[config.mk]
export PLATFORM = sky130hd
export DESIGN_NAME = first_come_bin_assigner
export DESIGN_NICKNAME = d
export VERILOG_FILES = /design/src/design/fcba_pkg.sv /design/src/design/fcba_table.sv /design/src/design/fcba_seq.sv /design/src/design/first_come_bin_assigner.sv
export SDC_FILE = /design/constraint.sdc
export NUM_CORES = 1
export LEC_CHECK = 0
export BUFFER_PORTS_ARGS = -buffer_cell sky130_fd_sc_hd__buf_4
export CORE_MARGIN = 2
export CORE_UTILIZATION = 45
export DETAILED_ROUTE_END_ITERATION = 10
export PLACE_DENSITY_LB_ADDON = 0.25
export SETUP_SLACK_MARGIN = 0.1
export SLEW_MARGIN = 20
export SYNTH_ARGS = -nofsm -noshare
export SYNTH_HDL_FRONTEND = slang
export SYNTH_SLANG_ARGS = --single-unit
export TNS_END_PERCENT = 10
[constraint.sdc]
create_clock -name clk -period 3.1 [get_ports clk]
set_input_delay 0.155 -clock clk [delete_from_list [all_inputs] [get_ports clk]]
set_output_delay 0.155 -clock clk [all_outputs]
set_load 0.005 [all_outputs]
[src/design/fcba_pkg.sv]
// ----------------------------------------------------------------------------
// fcba_pkg
// Types, register codes and key helpers shared by the bin assigner modules.
// ----------------------------------------------------------------------------
`timescale 1ns / 1ps
`default_nettype none

package fcba_pkg;

  localparam int MAX_BINS_DEF = 16;

  localparam int CODE_W = 4;
  localparam int BIN_W  = 5;
  localparam int MODE_W = 2;
  localparam int CFG_W  = 5;   // widest register (bucket_count)
  localparam int CFG_IDX_W = 1;

  // register indexes
  localparam logic [CFG_IDX_W-1:0] REG_SORT_MODE    = 1'd0;
  localparam logic [CFG_IDX_W-1:0] REG_BUCKET_COUNT = 1'd1;

  // sort modes
  localparam logic [MODE_W-1:0] MODE_COLOR = 2'd0;
  localparam logic [MODE_W-1:0] MODE_SIZE  = 2'd1;
  localparam logic [MODE_W-1:0] MODE_BOTH  = 2'd2;

  localparam logic [MODE_W-1:0] SORT_MODE_RST    = MODE_COLOR;
  localparam logic [CFG_W-1:0]  BUCKET_COUNT_RST = 5'd4;

  localparam logic [BIN_W-1:0] REST_BIN  = 5'd1;
  localparam int               FIRST_BIN = 2;

  // special codes
  localparam logic [CODE_W-1:0] COLOR_MULTI    = 4'd1;
  localparam logic [CODE_W-1:0] COLOR_LAST_BAD = 4'd1;  // colors 0..1 not stored
  localparam logic [CODE_W-1:0] SIZE_LAST_BAD  = 4'd2;  // sizes 0..2 not stored

  typedef struct packed {
    logic [CODE_W-1:0] color_code;
    logic [CODE_W-1:0] size_code;
  } in_item_t;

  typedef struct packed {
    logic [BIN_W-1:0] bin_number;
    logic             newly_assigned;
  } out_item_t;

  typedef struct packed {
    logic [CODE_W-1:0] color;
    logic [CODE_W-1:0] size;
  } entry_t;

  function automatic logic key_match(input logic [MODE_W-1:0] mode,
                                     input entry_t e, input in_item_t it);
    logic hit;
    case (mode)
      MODE_COLOR: hit = (e.color == it.color_code);
      MODE_SIZE:  hit = (e.size == it.size_code);
      default:    hit = (e.color == it.color_code) && (e.size == it.size_code);
    endcase
    return hit;
  endfunction

  // mode 3 behaves as both-mode; no-object color is allowed in both-mode
  function automatic logic key_excluded(input logic [MODE_W-1:0] mode,
                                        input in_item_t it);
    logic excl;
    case (mode)
      MODE_COLOR: excl = (it.color_code <= COLOR_LAST_BAD);
      MODE_SIZE:  excl = (it.size_code <= SIZE_LAST_BAD);
      default:    excl = (it.size_code <= SIZE_LAST_BAD) ||
                         (it.color_code == COLOR_MULTI);
    endcase
    return excl;
  endfunction

endpackage

`default_nettype wire

[src/design/fcba_table.sv]
// ----------------------------------------------------------------------------
// fcba_table
// Class table storage: one write port, one registered read port.
// ----------------------------------------------------------------------------
`timescale 1ns / 1ps
`default_nettype none

module fcba_table #(
  parameter int DEPTH = fcba_pkg::MAX_BINS_DEF - 1,
  parameter int IDX_W = 4
) (
  input  wire logic             clk,
  input  wire logic             wr_en,
  input  wire logic [IDX_W-1:0] wr_idx,
  input  wire fcba_pkg::entry_t wr_data,
  input  wire logic             rd_en,
  input  wire logic [IDX_W-1:0] rd_idx,
  output fcba_pkg::entry_t      rd_data
);

  fcba_pkg::entry_t mem [DEPTH];
  fcba_pkg::entry_t rd_data_r;

  always_ff @(posedge clk) begin
    if (wr_en) begin
      mem[wr_idx] <= wr_data;
    end
  end

  always_ff @(posedge clk) begin
    if (rd_en) begin
      rd_data_r <= mem[rd_idx];
    end
  end

  assign rd_data = rd_data_r;

endmodule

`default_nettype wire

[src/design/fcba_seq.sv]
// ----------------------------------------------------------------------------
// fcba_seq
// Sequencer: walks the table one entry a cycle through a shared key compare,
// stops at a match, else appends a new class or falls back to the rest bin.
// ----------------------------------------------------------------------------
`timescale 1ns / 1ps
`default_nettype none

module fcba_seq #(
  parameter int MAX_BINS = fcba_pkg::MAX_BINS_DEF,
  parameter int DEPTH    = MAX_BINS - 1,
  parameter int IDX_W    = 4,
  parameter int CNT_W    = 4
) (
  input  wire logic                          clk,
  input  wire logic                          rst_n,
  input  wire logic [fcba_pkg::MODE_W-1:0]   sort_mode,
  input  wire logic [fcba_pkg::CFG_W-1:0]    bucket_count,
  input  wire logic                          in_valid,
  output logic                               in_ready,
  input  wire fcba_pkg::in_item_t            in_data,
  output logic                               out_valid,
  input  wire logic                          out_ready,
  output fcba_pkg::out_item_t                out_data,
  output logic                               tbl_wr_en,
  output logic [IDX_W-1:0]                   tbl_wr_idx,
  output fcba_pkg::entry_t                   tbl_wr_data,
  output logic                               tbl_rd_en,
  output logic [IDX_W-1:0]                   tbl_rd_idx,
  input  wire fcba_pkg::entry_t              tbl_rd_data
);

  // wide enough for bucket_count, MAX_BINS and index + 2
  localparam int LIM_W = ($clog2(MAX_BINS + 2) > fcba_pkg::CFG_W) ?
                         $clog2(MAX_BINS + 2) : fcba_pkg::CFG_W;
  localparam logic [LIM_W-1:0] MAX_LIM = LIM_W'(MAX_BINS);

  localparam logic [1:0] S_IDLE = 2'd0;
  localparam logic [1:0] S_SCAN = 2'd1;
  localparam logic [1:0] S_HOLD = 2'd2;

  logic [1:0]          state_r, state_nxt;
  logic [CNT_W-1:0]    filled_r, filled_nxt;
  logic [CNT_W-1:0]    rd_cnt_r, rd_cnt_nxt;   // next entry to read
  logic                cmp_vld_r, cmp_vld_nxt; // read data belongs to rd_cnt_r - 1
  fcba_pkg::in_item_t  item_r, item_nxt;
  logic                out_valid_r, out_valid_nxt;
  fcba_pkg::out_item_t out_data_r, out_data_nxt;

  logic [LIM_W-1:0] bc_ext, limit, fill_ext;
  logic             hit, scan_end, can_add;

  assign bc_ext   = LIM_W'(bucket_count);
  assign limit    = (bc_ext > MAX_LIM) ? MAX_LIM : bc_ext;
  assign fill_ext = LIM_W'(filled_r);
  assign hit      = cmp_vld_r && fcba_pkg::key_match(sort_mode, tbl_rd_data, item_r);
  assign scan_end = (rd_cnt_r == filled_r);
  assign can_add  = (fill_ext + LIM_W'(1) < limit) &&
                    !fcba_pkg::key_excluded(sort_mode, item_r);

  always_comb begin
    state_nxt     = state_r;
    filled_nxt    = filled_r;
    rd_cnt_nxt    = rd_cnt_r;
    cmp_vld_nxt   = cmp_vld_r;
    item_nxt      = item_r;
    out_valid_nxt = out_valid_r;
    out_data_nxt  = out_data_r;
    tbl_wr_en     = 1'b0;
    tbl_rd_en     = 1'b0;
    case (state_r)
      S_IDLE: begin
        if (in_valid) begin
          item_nxt    = in_data;
          rd_cnt_nxt  = '0;
          cmp_vld_nxt = 1'b0;
          state_nxt   = S_SCAN;
        end
      end
      S_SCAN: begin
        if (hit) begin
          // entry rd_cnt_r - 1 matched: bin = index + 2
          out_data_nxt.bin_number     =
            fcba_pkg::BIN_W'(LIM_W'(rd_cnt_r) + LIM_W'(fcba_pkg::FIRST_BIN - 1));
          out_data_nxt.newly_assigned = 1'b0;
          out_valid_nxt = 1'b1;
          state_nxt     = S_HOLD;
        end else if (!scan_end) begin
          tbl_rd_en   = 1'b1;
          cmp_vld_nxt = 1'b1;
          rd_cnt_nxt  = rd_cnt_r + CNT_W'(1);
        end else begin
          if (can_add) begin
            tbl_wr_en  = 1'b1;
            filled_nxt = filled_r + CNT_W'(1);
            out_data_nxt.bin_number =
              fcba_pkg::BIN_W'(fill_ext + LIM_W'(fcba_pkg::FIRST_BIN));
            out_data_nxt.newly_assigned = 1'b1;
          end else begin
            out_data_nxt.bin_number     = fcba_pkg::REST_BIN;
            out_data_nxt.newly_assigned = 1'b0;
          end
          out_valid_nxt = 1'b1;
          state_nxt     = S_HOLD;
        end
      end
      S_HOLD: begin
        if (out_ready) begin
          out_valid_nxt = 1'b0;
          state_nxt     = S_IDLE;
        end
      end
      default: begin
        state_nxt = S_IDLE;
      end
    endcase
  end

  always_ff @(posedge clk) begin
    if (!rst_n) begin
      state_r     <= S_IDLE;
      filled_r    <= '0;
      rd_cnt_r    <= '0;
      cmp_vld_r   <= 1'b0;
      out_valid_r <= 1'b0;
    end else begin
      state_r     <= state_nxt;
      filled_r    <= filled_nxt;
      rd_cnt_r    <= rd_cnt_nxt;
      cmp_vld_r   <= cmp_vld_nxt;
      out_valid_r <= out_valid_nxt;
    end
  end

  always_ff @(posedge clk) begin
    item_r     <= item_nxt;
    out_data_r <= out_data_nxt;
  end

  assign in_ready    = (state_r == S_IDLE);
  assign out_valid   = out_valid_r;
  assign out_data    = out_data_r;
  assign tbl_rd_idx  = rd_cnt_r[IDX_W-1:0];
  assign tbl_wr_idx  = filled_r[IDX_W-1:0];
  assign tbl_wr_data = '{color: item_r.color_code, size: item_r.size_code};

  a_fill_bound: assert property (@(posedge clk) disable iff (!rst_n)
    LIM_W'(filled_r) <= LIM_W'(DEPTH))
    else $error("table fill count beyond depth");

  a_scan_bound: assert property (@(posedge clk) disable iff (!rst_n)
    rd_cnt_r <= filled_r)
    else $error("scan pointer past filled entries");

  a_ready_excl: assert property (@(posedge clk) disable iff (!rst_n)
    !(in_ready && out_valid_r))
    else $error("input ready while a result is pending");

  a_new_entry: assert property (@(posedge clk) disable iff (!rst_n)
    tbl_wr_en |=> out_valid_r && out_data_r.newly_assigned &&
                  filled_r == $past(filled_r) + CNT_W'(1))
    else $error("table write without a new-entry result");

endmodule

`default_nettype wire

[src/design/first_come_bin_assigner.sv]
// ----------------------------------------------------------------------------
// first_come_bin_assigner
// Assigns each classified part a bin, adding new classes in arrival order.
// ----------------------------------------------------------------------------
// Usage:
//   in_*  : valid/ready channel, one item = color code + size code.
//   out_* : valid/ready channel, exactly one result item per input item
//           (bin number, new-entry flag).
//   cfg_* : write-only registers, 0 = sort_mode, 1 = bucket_count; write
//           only while no item is in flight.
// Operation: an item walks the class table one entry per cycle through a single
//   key comparator. One item is in flight at a time.
// Reset: synchronous rst_n empties the table (fill count to zero) and loads
//   sort_mode 0, bucket_count 4. Table contents need no clearing.
// Stall: the result is held in the output register until out_ready; no new
//   item is taken until it leaves.
// ----------------------------------------------------------------------------
`timescale 1ns / 1ps
`default_nettype none

module first_come_bin_assigner #(
  parameter int MAX_BINS = fcba_pkg::MAX_BINS_DEF
) (
  input  wire logic                          clk,
  input  wire logic                          rst_n,
  input  wire logic                          in_valid,
  output logic                               in_ready,
  input  wire fcba_pkg::in_item_t            in_data,
  output logic                               out_valid,
  input  wire logic                          out_ready,
  output fcba_pkg::out_item_t                out_data,
  input  wire logic                          cfg_we,
  input  wire logic [fcba_pkg::CFG_IDX_W-1:0] cfg_idx,
  input  wire logic [fcba_pkg::CFG_W-1:0]    cfg_wdata
);

  localparam int DEPTH = MAX_BINS - 1;
  localparam int IDX_W = (DEPTH > 1) ? $clog2(DEPTH) : 1;
  localparam int CNT_W = $clog2(DEPTH + 1);

  logic [fcba_pkg::MODE_W-1:0] sort_mode_r;
  logic [fcba_pkg::CFG_W-1:0]  bucket_count_r;

  always_ff @(posedge clk) begin
    if (!rst_n) begin
      sort_mode_r    <= fcba_pkg::SORT_MODE_RST;
      bucket_count_r <= fcba_pkg::BUCKET_COUNT_RST;
    end else if (cfg_we) begin
      case (cfg_idx)
        fcba_pkg::REG_SORT_MODE:    sort_mode_r    <= cfg_wdata[fcba_pkg::MODE_W-1:0];
        fcba_pkg::REG_BUCKET_COUNT: bucket_count_r <= cfg_wdata;
        default: ;
      endcase
    end
  end

  logic             tbl_wr_en, tbl_rd_en;
  logic [IDX_W-1:0] tbl_wr_idx, tbl_rd_idx;
  fcba_pkg::entry_t tbl_wr_data, tbl_rd_data;

  fcba_seq #(
    .MAX_BINS (MAX_BINS),
    .DEPTH    (DEPTH),
    .IDX_W    (IDX_W),
    .CNT_W    (CNT_W)
  ) u_seq (
    .clk          (clk),
    .rst_n        (rst_n),
    .sort_mode    (sort_mode_r),
    .bucket_count (bucket_count_r),
    .in_valid     (in_valid),
    .in_ready     (in_ready),
    .in_data      (in_data),
    .out_valid    (out_valid),
    .out_ready    (out_ready),
    .out_data     (out_data),
    .tbl_wr_en    (tbl_wr_en),
    .tbl_wr_idx   (tbl_wr_idx),
    .tbl_wr_data  (tbl_wr_data),
    .tbl_rd_en    (tbl_rd_en),
    .tbl_rd_idx   (tbl_rd_idx),
    .tbl_rd_data  (tbl_rd_data)
  );

  fcba_table #(
    .DEPTH (DEPTH),
    .IDX_W (IDX_W)
  ) u_table (
    .clk     (clk),
    .wr_en   (tbl_wr_en),
    .wr_idx  (tbl_wr_idx),
    .wr_data (tbl_wr_data),
    .rd_en   (tbl_rd_en),
    .rd_idx  (tbl_rd_idx),
    .rd_data (tbl_rd_data)
  );

endmodule

`default_nettype wire
==> results of run 1 <==
==> power groups by stage <==
stage | Combinational (mW) | Clock, mW | Sequential, mW
2_1_floorplan | 0.687 | 0 | 2.81
3_3_place_gp | 1.20 | 0 | 2.80
3_5_place_dp | 1.22 | 0 | 2.81
4_1_cts | 1.24 | 2.06 | 2.76
5_1_grt | 1.33 | 2.15 | 2.77
6_report | 1.23 | 2.04 | 2.76
==> through the flow <==
stage	cell area, um2	total power [mW]	hold slack, ns	setup slack, ns	std cells
after floorplan	6860	3.49	0.254	0.382	408
after global placement	7370	4.00	0.334	0.323	626
after detailed placement	7370	4.03	0.335	0.220	626
after CTS	8080	6.06	0.0320	0.201	671
after global routing	8080	6.26	0.0499	0.0287	671
final	8080	6.03	0.0470	0.199	671
==> cell usage in the layout, fill, tap and decap left out, drive strengths merged, types with 3 or more instances in the layout <==
cell and n:
buf 51, clkinv 7, mux2i 15, mux4 32, and3 8, dfxtp 19, and4b 8, o21ai 13
a21oi 7, xor2 9, and2 3, clkbuf 17, nand3 10, edfxtp 142, nor2 10, inv 13
o31ai 5, nand4 3, nand2 38, dlygate4sd3 13, xnor2 7, nand2b 3, nor2b 4, clkinvlp 3
ha 13
==> area by class of cell <==
class                   instances  area, um2
clock buffers                  17        425
clock inverters                15        156
fillers                      1188       6950
inverters                      10       37.5
multi-input cells             216       2050
flip-flops and latches        161       4650
well taps                     188        235
repair buffers                 64        526
==> state kept, by name (all words and copies together), names as in the netlist <==
register	flops
u_seq.tbl_rd_idx	4
u_seq.tbl_wr_idx	4
u_table.rd_data	8
u_seq.out_data	6
u_seq.state_r	2
u_seq.out_valid	1
u_table.mem	120
u_seq.cmp_vld_r	1
bucket_count_r	5
sort_mode_r	2
u_seq.tbl_wr_data	8
==> worst min-delay path, delay by kind of cell <==
kind / cells / cell delay (ns)
AOI/OAI and AO/OA: 1 / 0.05
buffers and inverters: 1 / 0.14
and+or+nand+nor: 1 / 0.08
==> synth_stat cells (all sizes together) (2+ instances only) <==
| cell type | number |
|---|---|
| nor2b | 4 |
| mux2i | 15 |
| and4b | 8 |
| mux4 | 32 |
| and3 | 8 |
| nor2 | 10 |
| edfxtp | 142 |
| xnor2 | 7 |
| nand2b | 3 |
| ha | 13 |
| o21ai | 13 |
| o41a | 2 |
| clkbuf | 9 |
| nand3 | 10 |
| nor4 | 2 |
| o31ai | 5 |
| a221oi | 2 |
| nand4 | 3 |
| a211oi | 2 |
| inv | 9 |
| nor3 | 2 |
| xor2 | 9 |
| dfxtp | 19 |
| buf | 12 |
| nand2 | 38 |
| a21oi | 7 |
| or2 | 2 |
| nor4b | 2 |
| and2 | 3 |
==> repair_timing <==
item                       in CTS  in global routing
setup endpoints to repair       0                 48
gates resized for setup         0                  1
setup buffers                   0                  0
hold endpoints to repair       14                  0
hold buffers                   13                  0
==> cell families after synthesis <==
group / after synthesis
simple gates: 98
flops: 161
compound gates: 42
mux: 47
buf+inv: 31
xor+xnor: 16
fa+ha+maj: 13
==> routing by layer <==
layer	wire (um)	vias up
met1	6390	1935
met4	394	0
li1	-	1725
met5	0	-
met3	1100	27
met2	7240	154
==> path summary, 6_finish.rpt <==
kind / slack, ns / endpoint / cells past startpoint / start
worst max-delay path: 0.20 / u_table.mem[10][5]$_DFFE_PP_ / 8 / u_seq.tbl_wr_idx[1]$_SDFFE_PN0P_
worst min register to register: 0.46 / bucket_count_r[1]$_SDFFE_PN0P_ / 2 / bucket_count_r[1]$_SDFFE_PN0P_
worst max register to register: 0.20 / u_table.mem[10][5]$_DFFE_PP_ / 8 / u_seq.tbl_wr_idx[1]$_SDFFE_PN0P_
worst min-delay path: 0.05 / bucket_count_r[1]$_SDFFE_PN0P_ / 3 / cfg_idx
==> parameters.txt, run 1 <==
Parameter                              Value

Power and ir drop
  Internal Power    4.36 mW
  Portion of total power attributed to combinational logic    0.204
  Relative contribution of sequential cells to total power    0.457
  Clock network fraction of total power    0.338
  Share of total power consumed by net switching    0.277
  Worst voltage drop across the vdd grid    ~0.00044 V
  Total power per unit cell area    747 nW/um2
  Lkg Pwr    2.73 nW
  Power dissipated by switching net loads    about 1.7 mW

Final layout
  Layout cells sized above 1    0.267
  Synthesis-to-layout area growth    17.8%
  Final Core Density    0.537
  Total Nets Final    ~500
  Antenna Diode Count    0

Setup path
  Kind of cell adding the most delay to the critical path    simple AND/OR/NAND/NOR gates
  Worst path cell trace    ha_1, and3_1, ha_1, a221oi_1, nand4_2, nor3_4, buf_12, and4b_1
  Critical Path AT    between 2 and 3 ns
  Delay of the slowest cell on the worst path    about 0.44 ns
  Critical path buffer and inverter count    1
  Category of the worst setup path capture point    register
  WP data required    3.18 ns
  CP max stage cell    sky130_fd_sc_hd__dfxtp_1
  Startpoint class of the critical path    register
  Worst setup path class    register to register
  Critical-path maximum fanout    17
  Most common cell on crit path    sky130_fd_sc_hd__ha_1

Timing
  Fmax achieved    345 MHz
  Tightest Pin Transition    0.635 ns
  Post-Route Setup TNS    0 ns
  Minimum clock period after layout    2.90 ns
  Worst relative slew slack    0.566
  Setup violations, final    0
  Clock Skew    about 0.011 ns
  Unrepaired setup endpoints after global routing    yes
  Final period util    0.936
  Count of final max-slew check failures    0
  Final-report hold violation count    0

GRT
  Wire length of the first global-routing pass    22.5 mm
  Met3 usage    0.0586
  GRT Residual Overflow    0
  Antenna violations before repair    0
  Via count of the first global-routing pass    3,812
  Met1 routing resource usage after global routing    0.257
  GR Util met2    0.303
  Global-route layer with the greatest usage    met2
  All-layer global routing usage    0.195
  Largest net degree at the start of global routing    44

Floorplanning
  DIE AREA    16,200 um2
  Die boundary width    127 um
  FP Rows    45
  Top-Level Pins    27
  Placeable Area    15,000 um2
  Effective utilization at floorplan    0.456
  Die Ht    127 um

Job
  Number of max-cap violations    0

Logic synthesis
  Largest cells by area after synthesis    sky130_fd_sc_hd__edfxtp_1 62%, sky130_fd_sc_hd__mux4_2 11%, sky130_fd_sc_hd__dfxtp_1 5.5%, sky130_fd_sc_hd__ha_1 2.4%, sky130_fd_sc_hd__mux2i_1 2.2%
  Number of flip-flops and latches in the synthesized netlist    roughly 160
  Xor/xnor share of the synthesized area    0.0226
  Adder and majority gate portion of the synthesized area    0.0237
  Register area share after synthesis    0.677
  Number of distinct library cell variants in the gate-level netlist after synthesis    56
  Number of nets in the synthesized netlist    440
  Post-synth ARST share    0
  Dominant combinational cell family by area after synthesis    multiplexers
  Syn. warnings    0
  Synth Area in Compound Gates    0.0447
  Mux cell area share after synthesis    0.127
  Number of enable flip-flop cells after synthesis    142
  Gate count after technology mapping    408
  Leading area contributor after synthesis    sky130_fd_sc_hd__edfxtp_1
  Simple-gate share of the synthesized area    0.0812
  Post-Synthesis Cell Area    around 6900 um2
  Post-synthesis average cell area    16.8 um2
  Top_reg_cell synth    sky130_fd_sc_hd__edfxtp_1
  Post-synth top area share    0.622

Routing
  Drt first pass iters    5
  Via/cell ratio    between 5 and 6
  Routed via count    3,841
  Detailed router's first-iteration violation count    400
  Routed wirelength normalized by instance count    22.5 um
  Count of antenna-violating nets left after detailed routing    0
  DRC    0
  Post-detailed-routing wire length    15.1 mm

Min path
  Hold/Removal Path Class    input pin to register

Clock network
  Total number of clock tree sinks    161
  CTS Buf Count    17
  Master cell of the clock root buffer    sky130_fd_sc_hd__clkbuf_16
  CTS tree    yes
  Clock-pin slew of the registers on the worst-case setup and hold paths    around 0.06 ns
  Clock network latency to the later pin of the worst-skew pair    0.43 ns
  Htree depth    4
  CTS Buffer Depth    2

Place
  I/O Buffers    26
  Final Wtd Congestion    0.843
  DPL Wire Length    ~10 mm

Status
  Result of the run    finished, final reports clean
(Power assumes the default switching activity.)
==> inputs of run 2 (changes only) <==
--- a/config.mk
+++ b/config.mk
@@ -14,5 +14,6 @@
 export SLEW_MARGIN = 20
 export SYNTH_ARGS = -nofsm -noshare
 export SYNTH_HDL_FRONTEND = slang
+export SYNTH_HIERARCHICAL = 1
 export SYNTH_SLANG_ARGS = --single-unit
 export TNS_END_PERCENT = 10
==> parameters.txt, run 2 <==
Parameter                              Value

Status
  Result of the run    finished, final reports clean (unchanged)

Setup path
  Critical Path AT    3.03 ns (was 2.98 ns)
  Critical-path maximum fanout    11 (was 17)
  Timing endpoint of the critical path    u_table/mem[2][5]$_DFFE_PP_ (was u_table.mem[10][5]$_DFFE_PP_)
  Number of cell instances on the worst register-to-register path    9 (was 8)
  Category of the worst setup path capture point    register (unchanged)
  CP startpoint    u_seq/tbl_wr_idx[2]$_SDFFE_PN0P_ (was u_seq.tbl_wr_idx[1]$_SDFFE_PN0P_)
  Worst reg-to-reg setup slack    0.15 ns (was 0.20 ns)
  Critical R2R Launch    u_seq/tbl_wr_idx[2]$_SDFFE_PN0P_ (was u_seq.tbl_wr_idx[1]$_SDFFE_PN0P_)
  WP data required    3.18 ns (about the same)
  Startpoint class of the critical path    register (unchanged)
  Capturing point of the worst reg2reg path    u_table/mem[2][5]$_DFFE_PP_ (was u_table.mem[10][5]$_DFFE_PP_)
  Worst setup path class    register to register (unchanged)

Timing
  PnR worst setup slack    0.150 ns (was 0.199 ns)
  Final period util    0.952 (was 0.936)
  Worst relative slew slack    0.443 (was 0.566)
  Clock Skew    0.00946 ns (was 0.0110 ns)
  Unrepaired setup endpoints after global routing    yes (unchanged)
  Post-Route Setup TNS    0 ns (unchanged)
  Hold slack    0.0236 ns (was 0.0470 ns)
  Fmax achieved    339 MHz (was 345 MHz)
  Tightest Pin Transition    0.836 ns (was 0.635 ns)
  Minimum clock period after layout    2.95 ns (was 2.90 ns)
  Count of final max-slew check failures    0 (unchanged)
  Final-report hold violation count    0 (unchanged)
  Setup violations, final    0 (unchanged)

Final layout
  Total Nets Final    487 (was 502)
  Largest register FFs    120 (unchanged)
  Most common cell after layout, fill and taps aside    sky130_fd_sc_hd__edfxtp_1 (unchanged)
  Synthesis-to-layout area growth    18.9% (was 17.8%)
  Final Core Density    0.550 (was 0.537)
  Number of filler cells placed in the layout    1,152 (was 1,188)
  Most frequent cells in the layout    142 x sky130_fd_sc_hd__edfxtp_1, 55 x sky130_fd_sc_hd__buf_4, 34 x sky130_fd_sc_hd__nand2_1, 17 x sky130_fd_sc_hd__mux2i_1, 17 x sky130_fd_sc_hd__clkbuf_16 (was 142 x sky130_fd_sc_hd__edfxtp_1, 50 x sky130_fd_sc_hd__buf_4, 38 x sky130_fd_sc_hd__nand2_1, 32 x sky130_fd_sc_hd__mux4_2, 18 x sky130_fd_sc_hd__dfxtp_1)
  Layout cells sized above 1    0.251 (was 0.267)
  Sequential cell area    4650 um2 (about the same)
  Area of the multi-input gates    1980 um2 (was 2050 um2)
  Antenna Diode Count    0 (unchanged)
  Largest register by flop count    u_table/mem (was u_table.mem)

Logic synthesis
  Cell with the most instances after synthesis    sky130_fd_sc_hd__edfxtp_1 (unchanged)
  Syn. warnings    6 (was 0)
  Number of flip-flops and latches in the synthesized netlist    161 (unchanged)
  Post-synth ARST share    0 (unchanged)
  Post-Synthesis Cell Area    6720 um2 (was 6860 um2)
  Gate count after technology mapping    393 (was 408)
  Leading area contributor after synthesis    sky130_fd_sc_hd__edfxtp_1 (unchanged)
  Post-synth top area share    0.635 (was 0.622)
  Top_reg_cell synth    sky130_fd_sc_hd__edfxtp_1 (unchanged)
  Ranking of synthesized cells by instance count    142 x sky130_fd_sc_hd__edfxtp_1, 34 x sky130_fd_sc_hd__nand2_1, 19 x sky130_fd_sc_hd__dfxtp_1 (was 142 x sky130_fd_sc_hd__edfxtp_1, 38 x sky130_fd_sc_hd__nand2_1, 32 x sky130_fd_sc_hd__mux4_2)
  Largest cells by area after synthesis    sky130_fd_sc_hd__edfxtp_1 63%, sky130_fd_sc_hd__dfxtp_1 5.7%, sky130_fd_sc_hd__mux4_1 4.7%, sky130_fd_sc_hd__mux4_2 4.0%, sky130_fd_sc_hd__mux2i_1 2.5% (was sky130_fd_sc_hd__edfxtp_1 62%, sky130_fd_sc_hd__mux4_2 11%, sky130_fd_sc_hd__dfxtp_1 5.5%, sky130_fd_sc_hd__ha_1 2.4%, sky130_fd_sc_hd__mux2i_1 2.2%)
  Number of enable flip-flop cells after synthesis    142 (unchanged)
  Number of nets in the synthesized netlist    419 (was 440)
  Register area share after synthesis    0.691 (was 0.677)
  Post-synthesis average cell area    17.1 um2 (was 16.8 um2)
  Number of distinct library cell variants in the gate-level netlist after synthesis    51 (was 56)

Floorplanning
  Placeable Area    14,500 um2 (was 15,000 um2)
  FP Rows    44 (was 45)
  DIE AREA    15,900 um2 (was 16,200 um2)
  Effective utilization at floorplan    0.462 (was 0.456)
  Die Ht    126 um (was 127 um)
  Die boundary width    126 um (was 127 um)
  Top-Level Pins    27 (unchanged)

Routing
  Count of antenna-violating nets left after detailed routing    0 (unchanged)
  Routed via count    3,615 (was 3,841)
  Post-detailed-routing wire length    13.8 mm (was 15.1 mm)
  Via/cell ratio    5.49 (was 5.72)
  DRC    0 (unchanged)
  Detailed router's first-iteration violation count    305 (was 400)
  Drt first pass iters    5 (unchanged)
  Routed wirelength normalized by instance count    20.9 um (was 22.5 um)

Clock network
  Clock network latency to the later pin of the worst-skew pair    0.42 ns (was 0.43 ns)
  Master cell of the clock root buffer    sky130_fd_sc_hd__clkbuf_16 (unchanged)
  CTS Buf Count    17 (unchanged)
  Clock-pin slew of the registers on the worst-case setup and hold paths    0.06 ns (about the same)
  Htree depth    4 (unchanged)
  Total number of clock tree sinks    161 (unchanged)
  CTS tree    yes (unchanged)
  CTS Buffer Depth    2 (unchanged)

Power and ir drop
  Lkg Pwr    2.73 nW (about the same)
  Worst voltage drop across the vdd grid    0.000350 V (was 0.000440 V)
  Total power per unit cell area    592 nW/um2 (was 747 nW/um2)

Place
  Post-Place Setup Slack    0.0899 ns (was 0.220 ns)
  Final Wtd Congestion    0.811 (was 0.843)
  DPL Wire Length    9.12 mm (was 10.5 mm)
  I/O Buffers    26 (unchanged)

Min path
  Hold/Removal Path Class    input pin to register (unchanged)

GRT
  Via count of the first global-routing pass    3,656 (was 3,812)
  Largest net degree at the start of global routing    44 (unchanged)
  Wire length of the first global-routing pass    21.3 mm (was 22.5 mm)
  GRT Residual Overflow    0 (unchanged)
  All-layer global routing usage    0.184 (was 0.195)
  Antenna violations before repair    0 (unchanged)

Job
  Number of max-cap violations    0 (unchanged)
run 2: area by class of cell:
cell class / instances / area share
Sequential cell: 161 / 0.583
Multi-Input combinational cell: 208 / 0.247
Timing Repair Buffer: 66 / 0.0667
Clock buffer: 19 / 0.0542
Tap cell: 184 / 0.0288
Clock inverter: 13 / 0.0169
Inverter: 7 / 0.00329
run 2: cells by family (layout without fill, tap and decap cells):
| group | after synthesis | count (layout) | share of synthesized area |
|---|---|---|---|
| AND/OR/NAND/NOR | 92 | 92 | 0.0736 |
| adder cells (fa/ha/maj) | 7 | 7 | 0.0130 |
| flip-flops | 161 | 161 | 0.691 |
| XOR/XNOR | 16 | 16 | 0.0209 |
| multiplexers | 41 | 41 | 0.112 |
| AO/OA/AOI/OAI | 52 | 52 | 0.0643 |
| buffers and inverters | 24 | 105 | 0.0244 |
run 2: critical path, stage by stage, from the launching register on:
cell	delay (ns)
sky130_fd_sc_hd__dfxtp_2	0.47
sky130_fd_sc_hd__ha_4	0.18
sky130_fd_sc_hd__nand2_1	0.08
sky130_fd_sc_hd__xnor2_1	0.14
sky130_fd_sc_hd__ha_1	0.31
sky130_fd_sc_hd__a32oi_1	0.23
sky130_fd_sc_hd__nand4_2	0.16
sky130_fd_sc_hd__nor3_4	0.23
sky130_fd_sc_hd__or3b_4	0.46
sky130_fd_sc_hd__nor2_2	0.35
run 2: where the power goes:
group / internal (mW) / total (mW) / leakage [nW] / switching [mW]
Clock: 1.18 / 1.99 / 0.279 / 0.808
Sequential: 2.41 / 2.44 / 1.44 / 0.0297
Combinational: 0.132 / 0.297 / 1.01 / 0.165
run 2: layer usage:
layer	GRT usage	up-vias	part of all wire
li1	-	1696	-
met1	0.261	1820	0.46
met2	0.281	90	0.47
met3	0.0412	9	0.061
met4	0.0705	0	0.0092
met5	0	-	0
run 2: stage by stage:
stage | total power [mW] | instance area [um2] | instances
5_1_grt | 4.89 | 7990 | 658
4_1_cts | 4.76 | 7960 | 657
3_3_place_gp | 2.76 | 7290 | 615
6_report | 4.73 | 7990 | 658
2_1_floorplan | 2.65 | 6780 | 393
3_5_place_dp | 2.77 | 7290 | 615
run 2: how the worst min path moves through the flow:
| stage | startpoint | to | slack, ns | depth (start not counted) |
|---|---|---|---|---|
| finish | cfg_wdata[1] | sort_mode_r[1]$_SDFFE_PN0P_ | 0.02 | 3 |
| global route | cfg_wdata[1] | sort_mode_r[1]$_SDFFE_PN0P_ | 0.04 | 3 |
| CTS | cfg_wdata[1] | bucket_count_r[1]$_SDFFE_PN0P_ | 0.01 | 3 |
| detailed placement | in_data[7] | u_seq/tbl_wr_data[7]$_DFFE_PP_ | 0.33 | 1 |
| global placement | in_data[5] | u_seq/tbl_wr_data[5]$_DFFE_PP_ | 0.33 | 1 |
| floorplan | in_data[0] | u_seq/tbl_wr_data[0]$_DFFE_PP_ | 0.25 | 0 |
run 2: timing repair:
action | CTS | global route
hold buffers | 10 | 0
gates resized for setup | 1 | 1
pin swaps | 0 | 1
endpoints found under the setup margin | 8 | 24
buffers inserted | 0 | 1
endpoints found under the hold margin | 10 | 0
==> inputs of run 3 (changes only) <==
--- a/config.mk
+++ b/config.mk
@@ -6,9 +6,11 @@
 export NUM_CORES = 1
 export LEC_CHECK = 0
 export BUFFER_PORTS_ARGS = -buffer_cell sky130_fd_sc_hd__buf_4
+export CORE_ASPECT_RATIO = 1.2
 export CORE_MARGIN = 2
 export CORE_UTILIZATION = 45
 export DETAILED_ROUTE_END_ITERATION = 10
+export GPL_ROUTABILITY_DRIVEN = 0
 export PLACE_DENSITY_LB_ADDON = 0.25
 export SETUP_SLACK_MARGIN = 0.1
 export SLEW_MARGIN = 20
==> parameters.txt, run 3 (synthesis gave the netlist of run 2 again) <==
Parameter                              Value

Place
  I/O Buffers    26 (unchanged)
  DPL Wire Length    9.15 mm (was 9.12 mm)
  Total instance count after detailed placement    625 (was 615)

Routing
  DRC    0 (unchanged)
  Routed via count    3,649 (was 3,615)
  Post-detailed-routing wire length    14.1 mm (was 13.8 mm)
  Routed wirelength normalized by instance count    20.8 um (was 20.9 um)
  Via/cell ratio    5.40 (was 5.49)
  Detailed router's first-iteration violation count    225 (was 305)
  Count of antenna-violating nets left after detailed routing    0 (unchanged)
  Drt first pass iters    4 (was 5)

Clock network
  Total number of clock tree sinks    161 (unchanged)
  Clock-pin slew of the registers on the worst-case setup and hold paths    0.06 ns (about the same)
  CTS tree    yes (unchanged)
  CTS Buf Count    17 (unchanged)
  CTS Buffer Depth    2 (unchanged)
  Master cell of the clock root buffer    sky130_fd_sc_hd__clkbuf_16 (unchanged)
  Clock network latency to the later pin of the worst-skew pair    0.42 ns (about the same)
  Htree depth    4 (unchanged)

Final layout
  Most frequent cells in the layout    142 x sky130_fd_sc_hd__edfxtp_1, 53 x sky130_fd_sc_hd__buf_4, 34 x sky130_fd_sc_hd__nand2_1, 17 x sky130_fd_sc_hd__mux2i_1, 17 x sky130_fd_sc_hd__clkbuf_16 (was 142 x sky130_fd_sc_hd__edfxtp_1, 55 x sky130_fd_sc_hd__buf_4, 34 x sky130_fd_sc_hd__nand2_1, 17 x sky130_fd_sc_hd__mux2i_1, 17 x sky130_fd_sc_hd__clkbuf_16)
  Final Core Density    0.563 (was 0.550)
  Number of non-filler instances in the completed layout    676 (was 658)
  Antenna Diode Count    0 (unchanged)
  Largest register FFs    120 (unchanged)
  Synthesis-to-layout area growth    21.3% (was 18.9%)
  Largest register by flop count    u_table/mem (unchanged)
  Most common cell after layout, fill and taps aside    sky130_fd_sc_hd__edfxtp_1 (unchanged)
  Layout cells sized above 1    0.269 (was 0.251)
  Total Nets Final    489 (was 487)

Floorplanning
  Die Ht    138 um (was 126 um)
  Effective utilization at floorplan    0.464 (was 0.462)
  FP Rows    48 (was 44)
  Die boundary width    116 um (was 126 um)
  Top-Level Pins    27 (unchanged)
  DIE AREA    15,900 um2 (about the same)
  Placeable Area    14,500 um2 (about the same)

Power and ir drop
  Lkg Pwr    2.72 nW (was 2.73 nW)
  Post-layout total power    4.76 mW (was 4.73 mW)
  Total power per unit cell area    585 nW/um2 (was 592 nW/um2)
  Worst voltage drop across the vdd grid    0.000413 V (was 0.000350 V)

GRT
  All-layer global routing usage    0.190 (was 0.184)
  Antenna violations before repair    0 (unchanged)
  Largest net degree at the start of global routing    44 (unchanged)
  Via count of the first global-routing pass    3,708 (was 3,656)
  Wire length of the first global-routing pass    21.4 mm (was 21.3 mm)
  GRT Residual Overflow    0 (unchanged)

Setup path
  Worst reg-to-reg setup slack    0.1 ns (was 0.15 ns)
  Worst path cell trace    ha_4, xor2_2, ha_1, a21o_1, a32oi_2, nand4_2, nor3_4, nand3b_1, nor3_4, buf_4 (was ha_4, nand2_1, xnor2_1, ha_1, a32oi_1, nand4_2, nor3_4, or3b_4, nor2_2)
  Delay of the slowest cell on the worst path    0.39 ns (was 0.47 ns)
  Category of the worst setup path capture point    register (unchanged)
  WP data required    3.23 ns (was 3.18 ns)
  Critical-path maximum fanout    6 (was 11)
  Critical Path AT    3.13 ns (was 3.03 ns)
  Most common cell on crit path    sky130_fd_sc_hd__nor3_4
  Startpoint class of the critical path    register (unchanged)
  CP startpoint    u_seq/tbl_wr_idx[1]$_SDFFE_PN0P_ (was u_seq/tbl_wr_idx[2]$_SDFFE_PN0P_)
  Critical R2R Launch    u_seq/tbl_wr_idx[1]$_SDFFE_PN0P_ (was u_seq/tbl_wr_idx[2]$_SDFFE_PN0P_)
  Capturing point of the worst reg2reg path    u_table/mem[8][4]$_DFFE_PP_ (was u_table/mem[2][5]$_DFFE_PP_)
  Number of cell instances on the worst register-to-register path    10 (was 9)
  CP max stage cell    sky130_fd_sc_hd__nand3b_1 (was sky130_fd_sc_hd__dfxtp_2)
  Worst setup path class    register to register (unchanged)

Timing
  Count of final max-slew check failures    0 (unchanged)
  Fmax achieved    333 MHz (was 339 MHz)
  Unrepaired setup endpoints after global routing    yes (unchanged)
  Final-report hold violation count    0 (unchanged)
  Final period util    0.968 (was 0.952)
  Clock Skew    0.00723 ns (was 0.00946 ns)
  Minimum clock period after layout    3.00 ns (was 2.95 ns)
  Worst relative slew slack    0.410 (was 0.443)
  Tightest Pin Transition    0.885 ns (was 0.836 ns)
  Setup violations, final    0 (unchanged)

Min path
  Number of cells traversed by the worst hold path    3 (unchanged)
  Startpoint of the lowest-slack hold path    cfg_wdata[0] (was cfg_wdata[1])
  Hold/Removal Path Class    input pin to register (unchanged)
  Hold worst-path end    sort_mode_r[0]$_SDFFE_PN0P_ (was sort_mode_r[1]$_SDFFE_PN0P_)

Job
  Number of max-cap violations    0 (unchanged)

Status
  Result of the run    finished, final reports clean (unchanged)
## run 3: worst max-delay path, delay by kind of cell, from the launching register on
family                   cells  cell delay, ns
XOR/XNOR                     1            0.14
AND/OR/NAND/NOR              4            1.19
flip-flops                   1            0.36
buffers and inverters        1            0.18
AO/OA/AOI/OAI                2            0.36
adder cells (fa/ha/maj)      2            0.46
## run 3: metal layers
metal / global-route usage / wire length, um
met5: 0 / 0
met4: 0.0730 / 210
met3: 0.0378 / 620
met2: 0.310 / 7310
met1: 0.250 / 5950
## run 3: cell type report
cell class / instances / area, um2
clock inverter: 12 / 134
multi-input combinational: 208 / 2050
fill: 1117 / 6330
inverter: 7 / 26.3
timing repair buffer: 68 / 588
clock buffer: 20 / 437
tap: 200 / 250
sequential: 161 / 4660
## run 3: metrics by stage
step	TNS, ns	hold WS (ns)	area (um2)	setup slack [ns]
6_report	0	0.0203	8150	0.0978
4_1_cts	-1.20	0.00662	7980	-0.0575
2_1_floorplan	0	0.254	6780	0.0749
5_1_grt	-0.00161	0.0259	8150	-0.00161
3_5_place_dp	-2.08	0.334	7260	-0.0838
3_3_place_gp	-0.0618	0.334	7260	-0.00794
## run 3: power breakdown
group | total (mW) | internal, mW | switching, mW
registers | 2.44 | 2.41 | 0.0258
logic | 0.314 | 0.140 | 0.175
clock network | 2.01 | 1.19 | 0.824
## run 3: worst max-delay path by stage
stage                                               to  cells past startpoint
after floorplan           u_table/mem[12][0]$_DFFE_PP_                      9
after global placement     u_table/mem[0][5]$_DFFE_PP_                      9
after global routing       u_table/mem[8][4]$_DFFE_PP_                     10
after CTS                  u_table/mem[4][3]$_DFFE_PP_                      9
final                      u_table/mem[8][4]$_DFFE_PP_                     10
after detailed placement   u_table/mem[0][5]$_DFFE_PP_                      9
## run 3: timing repair
action	in CTS	in global routing
setup endpoints to repair	104	112
gates resized for setup	4	17
buffers inserted	1	7
endpoints found under the hold margin	11	0
hold buffers	11	0
pin swaps	1	6
